File: src/rtl/mwbm_pkg.sv
// Shared types and constants for the MIDI wildcard binding matcher.
`timescale 1ns / 1ps

package mwbm_pkg;

    localparam int ACTION_W = 10;

    localparam logic [4:0] ANY_CHAN = 5'd16;
    localparam logic [7:0] ANY_DATA = 8'd128;
    localparam logic [7:0] MAX_DATA = 8'd127;
    localparam logic [3:0] TYPE_BASE = 4'd8;

    typedef enum logic [1:0] {
        KIND_CLEAR  = 2'd0,
        KIND_INSERT = 2'd1,
        KIND_LOOKUP = 2'd2
    } kind_t;

    typedef enum logic [1:0] {
        RES_DONE  = 2'd0,
        RES_RANGE = 2'd1,
        RES_FULL  = 2'd2
    } res_code_t;

    typedef enum logic [1:0] {
        ST_IDLE,
        ST_SCAN,
        ST_EVAL
    } state_t;

    typedef struct packed {
        logic [1:0]          kind;
        logic [7:0]          status_byte;
        logic [3:0]          bind_type;
        logic [4:0]          bind_channel;
        logic [7:0]          first_data;
        logic [7:0]          second_data;
        logic [ACTION_W-1:0] action_code;
    } cmd_t;

    typedef struct packed {
        logic [ACTION_W-1:0] matched_action;
        logic [1:0]          result_code;
    } res_t;

    typedef struct packed {
        logic [2:0] msg_type;
        logic [4:0] chan;
        logic [7:0] d1;
        logic [7:0] d2;
    } key_t;

    typedef struct packed {
        logic chan_hit;
        logic d1_hit;
        logic d1_any;
    } chan_flags_t;

endpackage

File: src/rtl/midi_wildcard_binding_matcher.sv
// Top level of the MIDI wildcard binding matcher: binding table, scan engine and lookup resolve.
`timescale 1ns / 1ps

// Usage:
//   Command channel: drive cmd and raise start; the transfer happens at a rising edge
//   with start high and busy low. kind selects clear, insert or lookup.
//   Result channel: result_valid is high for exactly one cycle with result; the
//   transfer happens at the edge that ends that cycle. The receiver cannot stall.
// Command flow:
//   Insert and lookup scan every stored binding through the key/action memory read
//   port, one entry per cycle, then evaluate; result_valid is registered from the
//   evaluate state. Clear, rejected inserts, invalid lookups and the unused kind
//   skip the scan and go from the transfer straight to the evaluate state.
//   busy drops in the result cycle, so the next command can transfer at the edge that
//   ends it; no new command transfers while one is in progress.
// Reset:
//   rst_n clears the binding count and all control state; the table contents stay
//   undefined and are never read until written. No clearing pass is needed.

module midi_wildcard_binding_matcher
    import mwbm_pkg::*;
#(
    parameter int TABLE_ENTRIES = 64,
    parameter int ACTION_BITS   = 10
)
(
    input  logic clk,
    input  logic rst_n,
    input  logic start,
    input  cmd_t cmd,
    output logic busy,
    output logic result_valid,
    output res_t result
);

    localparam int IDX_W = $clog2(TABLE_ENTRIES);
    localparam int CNT_W = $clog2(TABLE_ENTRIES + 1);

    state_t                 state_reg;
    state_t                 state_next;
    cmd_t                   cmd_reg;
    logic [CNT_W-1:0]       count_reg;
    logic [CNT_W-1:0]       addr_reg;
    logic                   rd_pend_reg;
    logic [IDX_W-1:0]       rd_idx_reg;
    key_t                   rd_key_reg;
    logic [ACTION_BITS-1:0] rd_act_reg;
    logic                   hit_reg;
    logic [IDX_W-1:0]       hit_idx_reg;
    chan_flags_t            flags_reg [2];
    logic [ACTION_BITS-1:0] vals_reg [2][4];
    logic                   result_valid_reg;
    res_t                   result_reg;

    key_t                   key_mem [TABLE_ENTRIES];
    logic [ACTION_BITS-1:0] act_mem [TABLE_ENTRIES];

    logic                   accept;
    logic                   rd_en;
    logic                   ins_eval;
    logic                   has_room;
    logic                   key_wr_en;
    logic                   act_wr_en;
    logic [IDX_W-1:0]       wr_idx;
    key_t                   ins_key;
    logic [2:0]             look_type;
    logic [4:0]             look_chan [2];
    res_code_t              res_code;
    logic                   cx;
    logic                   s1;
    logic [ACTION_BITS-1:0] first_act;
    logic [ACTION_BITS-1:0] lookup_act;

    function automatic logic in_range(input cmd_t c);
        return (c.bind_type >= TYPE_BASE) && (c.bind_channel <= ANY_CHAN)
            && (c.first_data <= ANY_DATA) && (c.second_data <= ANY_DATA);
    endfunction

    function automatic logic look_ok(input cmd_t c);
        return c.status_byte[7] && (c.first_data <= MAX_DATA) && (c.second_data <= MAX_DATA);
    endfunction

    function automatic logic [ACTION_BITS-1:0] pick(input logic [ACTION_BITS-1:0] a,
                                                    input logic [ACTION_BITS-1:0] b);
        return (a != '0) ? a : b;
    endfunction

    assign ins_key = '{msg_type: cmd_reg.bind_type[2:0], chan: cmd_reg.bind_channel,
                       d1: cmd_reg.first_data, d2: cmd_reg.second_data};
    assign look_type    = cmd_reg.status_byte[6:4];
    assign look_chan[0] = {1'b0, cmd_reg.status_byte[3:0]};
    assign look_chan[1] = ANY_CHAN;
    assign has_room     = count_reg < CNT_W'(TABLE_ENTRIES);

    // next state
    always_comb
    begin
        state_next = state_reg;
        case (state_reg)
            ST_IDLE:
            begin
                if (accept)
                begin
                    if ((cmd.kind == KIND_INSERT && in_range(cmd))
                        || (cmd.kind == KIND_LOOKUP && look_ok(cmd)))
                        state_next = ST_SCAN;
                    else
                        state_next = ST_EVAL;
                end
            end
            ST_SCAN:
            begin
                if (addr_reg == count_reg)
                    state_next = ST_EVAL;
            end
            ST_EVAL:
                state_next = ST_IDLE;
            default:
                state_next = ST_IDLE;
        endcase
    end

    // outputs and memory controls
    always_comb
    begin
        busy      = (state_reg != ST_IDLE);
        accept    = start && !busy;
        rd_en     = (state_reg == ST_SCAN) && (addr_reg < count_reg);
        ins_eval  = (state_reg == ST_EVAL) && (cmd_reg.kind == KIND_INSERT) && in_range(cmd_reg);
        act_wr_en = ins_eval && (hit_reg || has_room);
        key_wr_en = ins_eval && !hit_reg && has_room;
        wr_idx    = hit_reg ? hit_idx_reg : count_reg[IDX_W-1:0];
        res_code  = RES_DONE;
        if (cmd_reg.kind == KIND_INSERT)
        begin
            if (!in_range(cmd_reg))
                res_code = RES_RANGE;
            else if (!hit_reg && !has_room)
                res_code = RES_FULL;
        end
    end

    // resolve: channel, then data1, then data2 with wildcard fallbacks
    always_comb
    begin
        cx         = !flags_reg[0].chan_hit;
        s1         = !flags_reg[cx].d1_hit;
        first_act  = pick(vals_reg[cx][{s1, 1'b0}], vals_reg[cx][{s1, 1'b1}]);
        lookup_act = '0;
        if (look_ok(cmd_reg) && (flags_reg[0].chan_hit || flags_reg[1].chan_hit)
            && (flags_reg[cx].d1_hit || flags_reg[cx].d1_any))
        begin
            if (first_act != '0)
                lookup_act = first_act;
            else if (flags_reg[cx].d1_any)
                lookup_act = pick(vals_reg[cx][2], vals_reg[cx][3]);
            else if (flags_reg[1].chan_hit)
            begin
                if (flags_reg[1].d1_hit)
                    lookup_act = pick(vals_reg[1][0], vals_reg[1][1]);
                else if (flags_reg[1].d1_any)
                    lookup_act = pick(vals_reg[1][2], vals_reg[1][3]);
            end
        end
    end

    always_ff @(posedge clk or negedge rst_n)
    begin
        if (!rst_n)
        begin
            state_reg        <= ST_IDLE;
            count_reg        <= '0;
            addr_reg         <= '0;
            rd_pend_reg      <= 1'b0;
            hit_reg          <= 1'b0;
            result_valid_reg <= 1'b0;
        end
        else
        begin
            state_reg        <= state_next;
            rd_pend_reg      <= rd_en;
            result_valid_reg <= (state_reg == ST_EVAL);
            if (accept)
            begin
                addr_reg <= '0;
                hit_reg  <= 1'b0;
                if (cmd.kind == KIND_CLEAR)
                    count_reg <= '0;
            end
            else
            begin
                if (rd_en)
                    addr_reg <= addr_reg + 1'b1;
                if (rd_pend_reg && rd_key_reg == ins_key)
                    hit_reg <= 1'b1;
                if (key_wr_en)
                    count_reg <= count_reg + 1'b1;
            end
        end
    end

    // scan datapath: hold command, collect prefix and value matches
    always_ff @(posedge clk)
    begin
        if (rd_en)
            rd_idx_reg <= addr_reg[IDX_W-1:0];
        if (accept)
        begin
            cmd_reg <= cmd;
            for (int x = 0; x < 2; x++)
            begin
                flags_reg[x] <= '0;
                for (int v = 0; v < 4; v++)
                    vals_reg[x][v] <= '0;
            end
        end
        else if (rd_pend_reg)
        begin
            if (rd_key_reg == ins_key)
                hit_idx_reg <= rd_idx_reg;
            for (int x = 0; x < 2; x++)
            begin
                if (rd_key_reg.msg_type == look_type && rd_key_reg.chan == look_chan[x])
                begin
                    flags_reg[x].chan_hit <= 1'b1;
                    if (rd_key_reg.d1 == cmd_reg.first_data)
                    begin
                        flags_reg[x].d1_hit <= 1'b1;
                        if (rd_key_reg.d2 == cmd_reg.second_data)
                            vals_reg[x][0] <= rd_act_reg;
                        if (rd_key_reg.d2 == ANY_DATA)
                            vals_reg[x][1] <= rd_act_reg;
                    end
                    if (rd_key_reg.d1 == ANY_DATA)
                    begin
                        flags_reg[x].d1_any <= 1'b1;
                        if (rd_key_reg.d2 == cmd_reg.second_data)
                            vals_reg[x][2] <= rd_act_reg;
                        if (rd_key_reg.d2 == ANY_DATA)
                            vals_reg[x][3] <= rd_act_reg;
                    end
                end
            end
        end
    end

    // binding table
    always_ff @(posedge clk)
    begin
        if (key_wr_en)
            key_mem[wr_idx] <= ins_key;
        if (act_wr_en)
            act_mem[wr_idx] <= ACTION_BITS'(cmd_reg.action_code);
        if (rd_en)
        begin
            rd_key_reg <= key_mem[addr_reg[IDX_W-1:0]];
            rd_act_reg <= act_mem[addr_reg[IDX_W-1:0]];
        end
    end

    always_ff @(posedge clk)
    begin
        if (state_reg == ST_EVAL)
        begin
            result_reg.matched_action <= (cmd_reg.kind == KIND_LOOKUP)
                                       ? ACTION_W'(lookup_act) : '0;
            result_reg.result_code    <= res_code;
        end
    end

    assign result_valid = result_valid_reg;
    assign result       = result_reg;

`ifndef NO_ASSERTIONS
    a_count_bound: assert property (@(posedge clk) disable iff (!rst_n)
        count_reg <= CNT_W'(TABLE_ENTRIES))
        else $error("binding count above table size");

    a_result_after_eval: assert property (@(posedge clk) disable iff (!rst_n)
        result_valid |-> $past(state_reg == ST_EVAL))
        else $error("result strobe without evaluation");

    a_accept_busy: assert property (@(posedge clk) disable iff (!rst_n)
        (start && !busy) |=> busy)
        else $error("accepted command did not raise busy");

    a_reject_no_action: assert property (@(posedge clk) disable iff (!rst_n)
        (result_valid && result.result_code != RES_DONE) |-> result.matched_action == '0)
        else $error("rejected insert reports an action");
`endif

endmodule

File: config.mk
export PLATFORM = sky130hd
export DESIGN_NAME = midi_wildcard_binding_matcher
export DESIGN_NICKNAME = d
export VERILOG_FILES = /design/src/rtl/mwbm_pkg.sv /design/src/rtl/midi_wildcard_binding_matcher.sv
export SDC_FILE = /design/constraint.sdc
export NUM_CORES = 2
export LEC_CHECK = 0
export BUFFER_PORTS_ARGS = -buffer_cell sky130_fd_sc_hd__buf_2
export CAP_MARGIN = 5
export CORE_MARGIN = 2
export CORE_UTILIZATION = 63
export DETAILED_ROUTE_END_ITERATION = 8
export GPL_ROUTABILITY_DRIVEN = 0
export MAX_ROUTING_LAYER = met4
export PLACE_DENSITY_LB_ADDON = 0.05
export SLEW_MARGIN = 25
export SYNTH_ARGS = -nofsm -noshare
export SYNTH_HDL_FRONTEND = slang
export SYNTH_SLANG_ARGS = --single-unit
File: constraint.sdc
create_clock -name clk -period 5.1 [get_ports clk]
set_clock_uncertainty 0.15 [all_clocks]
set_input_delay 0.51 -clock clk [delete_from_list [all_inputs] [get_ports clk]]
set_output_delay 0.51 -clock clk [all_outputs]
set_load 0.005 [all_outputs]
# Word level (Yosys, flattened, before mapping)
# Memory sizes are Yosys's and may differ from the RTL's. A register that Yosys moved wholly into a read port is not among the register bits.
# Index checks and enable logic that the tools add are counted.
classes:
  add_sub_neg: 2
  order_cmp: 16
  n_eq_ne: 18
  n_mux: 113
  n_bitwise: 17
  reduce_logical: 50
op_table:
  columns: ["op", "count"]
  rows:
  - ["$mux 10", 21]
  - ["$mux 1", 79]
  - ["$reduce_bool 10->1", 5]
  - ["$bmux 10 s2", 2]
  - ["$mux 7", 5]
  - ["$le 8x7->1 const B", 4]
  - ["$le 8x8->1 const B", 4]
  - ["$logic_and 1x1->1", 25]
  - ["$eq 24x24->1", 1]
  - ["$eq 8x8->1", 2]
  - ["$eq 8x8->1 const B", 2]
  - ["$add 7x1->7 const B", 2]
  - ["$or 1x1->1", 14]
  - ["$le 5x5->1 const B", 2]
  - ["$ge 4x4->1 const B", 2]
  - ["$mux 2", 4]
  - ["$reduce_and 2->1", 4]
  - ["$reduce_bool 2->1", 4]
  - ["$eq 7x7->1", 1]
  - ["$lt 7x7->1", 1]
  - ["$lt 7x7->1 const B", 1]
  - ["$eq 2x1->1 const B", 3]
  - ["$eq 2x2->1 const B", 3]
  - ["$ge 3x3->1 const B", 2]
  - ["13 further kinds", 23]
word_totals:
  regBits: 88
  ram_bits: 2262
  n_memories: 4
mem_list:
  columns: ["memory", "words", "width", "read_ports", "rd_ports_with_merged_regs", "write_ports", "line", "rtl"]
  rows:
  - ["key_mem", 64, 24, 1, 1, 1, "midi_wildcard_binding_matcher.sv:55", "key_t key_mem [TABLE_ENTRIES];"]
  - ["act_mem", 64, 10, 1, 1, 1, "midi_wildcard_binding_matcher.sv:56", "logic [ACTION_BITS-1:0] act_mem [TABLE_ENTRIES];"]
  - ["vals_reg", 2, 40, 2, 0, 2, "midi_wildcard_binding_matcher.sv:51", "logic [ACTION_BITS-1:0] vals_reg [2][4];"]
  - ["flags_reg", 2, 3, 3, 0, 2, "midi_wildcard_binding_matcher.sv:50", "chan_flags_t flags_reg [2];"]

# Logic depth before layout (Yosys ltp)
# An unclocked memory read counts as a cell.
depth:
  word_depth: 12
  depth_mapped: 12

# Worst setup path after synthesis
# Ideal clock, no wire load.
synth_timing:
  path_type: "flip-flop to flip-flop"
  startpoint: "register cmd_reg[27] (netlist name)"
  endpoint: "memory key_mem[32][0] (netlist name) (enable)"
  setup_time_ns: 0.435
  arrival_time_ns: 4.152
  path_slack_ns: 0.363
  path_stages_with_launch: 8
  path_buffers: 1
  synth_period_minus_slack_ns: 4.737
  cell_sequence: "edfxtp_1 > o41ai_1 > nand2_1 > or3_4 > nor3_4 > nand2_2 > buf_2 > nor3_1"
synth_between:
  elab_chain_len: 9
synth_rtl:
  columns: ["item", "line", "rtl"]
  rows:
  - ["start: declaration", "midi_wildcard_binding_matcher.sv:41", "cmd_t cmd_reg;"]
  - ["start signal: assignment", "midi_wildcard_binding_matcher.sv:209", "cmd_reg <= cmd;"]
  - ["$le 5x5->1", "midi_wildcard_binding_matcher.sv:75", "return (c.bind_type >= TYPE_BASE) && (c.bind_channel <= ANY_CHAN)"]
  - ["$logic_and 1x1->1", "midi_wildcard_binding_matcher.sv:75", null]
  - ["$logic_and 1x1->1 (2 in series)", "midi_wildcard_binding_matcher.sv:76", "&& (c.first_data <= ANY_DATA) && (c.second_data <= ANY_DATA);"]
  - ["$logic_and 1x1->1", "midi_wildcard_binding_matcher.sv:129", "ins_eval = (state_reg == ST_EVAL) && (cmd_reg.kind == KIND_INSERT) && in_range(cmd_reg);"]
  - ["$logic_and 1x1->1 (2 in series)", "midi_wildcard_binding_matcher.sv:131", "key_wr_en = ins_eval && !hit_reg && has_room;"]
  - ["$mux 1", "midi_wildcard_binding_matcher.sv:250", "if (key_wr_en)"]
  - ["$mux 1 (not written as such)", "midi_wildcard_binding_matcher.sv:251", "key_mem[wr_idx] <= ins_key;"]
  - ["end: declaration", "midi_wildcard_binding_matcher.sv:55", null]
# Every way passes these cells.

# Worst setup path after layout
layout_timing:
  startpoint: "register cmd_reg[28] (netlist name)"
  endpoint: "memory key_mem[63][10] (netlist name) (enable)"
# Same word-level chain as after synthesis.

==> qor.csv <==
metric,value,unit
dpl.hpwl,133100,um
start_util,0.6347,
ant_nets,0,
hold-path-cell-count,4,
required,5.47,ns
nNetsFinal,4461,
hold_slack,0.07556,ns
setup.worst_path.start,cmd_reg[28],
fin_crit_sh,0.8248,
syn_area_per_cell,22.89,um^2
grt_setup_unrepaired,no,
yosys.area.top_type_share,0.7671,
core_area,145700,um^2
cts_root_buf,clkbuf_16,
yosysTopAreaCell,edfxtp_1,
fin_ws,0.8937,ns
worst-path-max-fanout,17,
io_pins,62,
synthArstFlopShare,0.007970,
post_drt_wl_per_cell,33.78,um
drt-total-wl,220000,um
tritoncts,built,
routed_via_density,6.827,
grt_pass1_vias,43867,
grt_max_degree,125,
area_delta_synth_final,13.04,%
fin_util,0.7175,
synthCells,4042,
worstSetupPathType,flop to flop,
via_count,44467,
grt_pass1_wl,317600,um
syn_nets,4099,
place_area,96860,um^2
dr.first_iter.drc_count,5822,
cts_max_level,4,
drc_errors,0,
fmax,237.7,MHz
dieArea,149900,um^2
grt.total_usage,0.3074,
syn-cell-area,92500,um^2
ff2ff_setup_slack,0.89,ns
synth-seq-cells,2384,
cts_setup_buffers,0,
peakVddDrop,0.0003046,V
worstRegToRegCells,8,
synthDistinctLibCells,71,
cts.sinks,2384,
hold_path_end,state_reg[0],
reg2reg_from,cmd_reg[28],
largest_register_ffs,1536,
die_w,387.2,um
min_period,4.206,ns
tightestPinTransition,1.008,ns
synth.area.top_cells,"edfxtp_1 77%, mux4_2 17%, nor3_1 0.78%",
p_leak,33.62,nW
cts.clk_slew.worst_paths,0.06,ns
drtPass1Iterations,5,
min_path_type,input port to flop,
cts_resized,0,
overflow,0,
antenna_found_initial,6,
port_buffers,61,
final_common_cell,edfxtp_1,
synth_edf_count,2363,
seq_area_frac_synth,0.7727,
drive_gt1_frac,0.3076,
clock_latency,0.83,ns
synth-main-ff-cell,edfxtp_1,
final_area,104600,um^2
finalHoldViolCount,0,
hp-start,start,
setup_violations,0,
cts_buffers,222,
power_density,359.9,nW/um^2
r2r-end,key_mem[63][10],
arrival,4.58,ns
pre_cts_ws,0.9548,ns
outcome,completed,
cts_max_path_buffers,3,
startpoint_type,flop,
num_rows,140,
maxCapViolCount,0,
slew_headroom,0.3266,
final_cell_mix,"2363 x edfxtp_1, 680 x mux4_2, 236 x buf_4, 226 x clkbuf_16, 79 x nor3_1",
maxSlewViolCount,0,
die_height,387.2,um
yosys_warnings,0,
crit_path_end_kind,flop,
final.setup.tns,0,ns
-- layer usage --
layer	wire length, um	global-route usage
met1	87330	0.4508
met2	106800	0.4637
met3	19440	0.04749
met4	6447	0.08331
met5	0	-
-- logic make-up (layout without fill, tap and decap cells) --
group	count (synthesis)	after routing	share of synthesized area
flip-flops	2384	2384	0.7727
adder cells (fa/ha/maj)	9	9	0.001217
multiplexers	718	718	0.1697
buffers and inverters	247	798	0.01120
AND/OR/NAND/NOR	433	433	0.02512
XOR/XNOR	34	34	0.003219
other	0	3	0
AO/OA/AOI/OAI	217	217	0.01685
-- what timing repair did --
item	4_1_cts	5_1_grt
hold buffers	46	0
endpoints found under the setup margin	0	0
endpoints found under the hold margin	64	0
-- power breakdown --
group / internal [mW] / switching, mW
Clock: 9.33 / 7.03
Combinational: 0.0371 / 0.0336
Sequential: 21.2 / 0
Total: 30.6 / 7.07
-- critical path: stages, from the launching register on --
cell      delay (ns)
edfxtp_1        0.42
o41ai_1         0.42
nand2_1         0.18
or3_4           0.46
nor3_4          0.44
nand2_2         0.48
buf_4           0.42
nor3_2          0.62
buf_12          0.25
-- final cells by class --
type | count | area (um^2)
Clock inverter | 141 | 1361
Fill cell | 8455 | 41180
Multi-Input combinational cell | 1411 | 20430
Inverter | 21 | 78.83
Sequential cell | 2384 | 71490
Antenna cell | 3 | 7.507
Timing Repair Buffer | 364 | 2958
Tap cell | 1917 | 2399
Clock buffer | 272 | 5838
-- cell usage after synthesis, drive strengths merged, types with 22 or more instances --
| library cell | number |
|---|---|
| nor4 | 26 |
| and2 | 48 |
| a21oi | 48 |
| clkbuf | 135 |
| buf | 91 |
| nor2b | 33 |
| nand2 | 74 |
| mux2i | 33 |
| nand3 | 27 |
| nor2 | 30 |
| a22oi | 68 |
| mux4 | 680 |
| xor2 | 22 |
| nor3 | 146 |
| edfxtp | 2363 |
-- worst max-delay path by stage --
| stage | cells after the start | slack [ns] | end |
|---|---|---|---|
| 5_1_grt | 8 | 0.72 | key_mem[63][10] |
| 6_report | 8 | 0.89 | key_mem[63][10] |
| 2_1_floorplan | 7 | 0.36 | key_mem[32][0] |
| 3_3_place_gp | 8 | 1.06 | key_mem[63][20] |
| 4_1_cts | 8 | 0.91 | key_mem[63][10] |
| 3_5_place_dp | 8 | 0.95 | key_mem[63][20] |
-- through the flow --
stage          instances  total power, mW
6_report            6513            37.63
3_3_place_gp        6051            21.66
5_1_grt             6512            38.56
3_5_place_dp        6051            21.66
2_1_floorplan       4042            21.62
4_1_cts             6510            37.84
No activity file was read; power rests on OpenSTA's default activity.
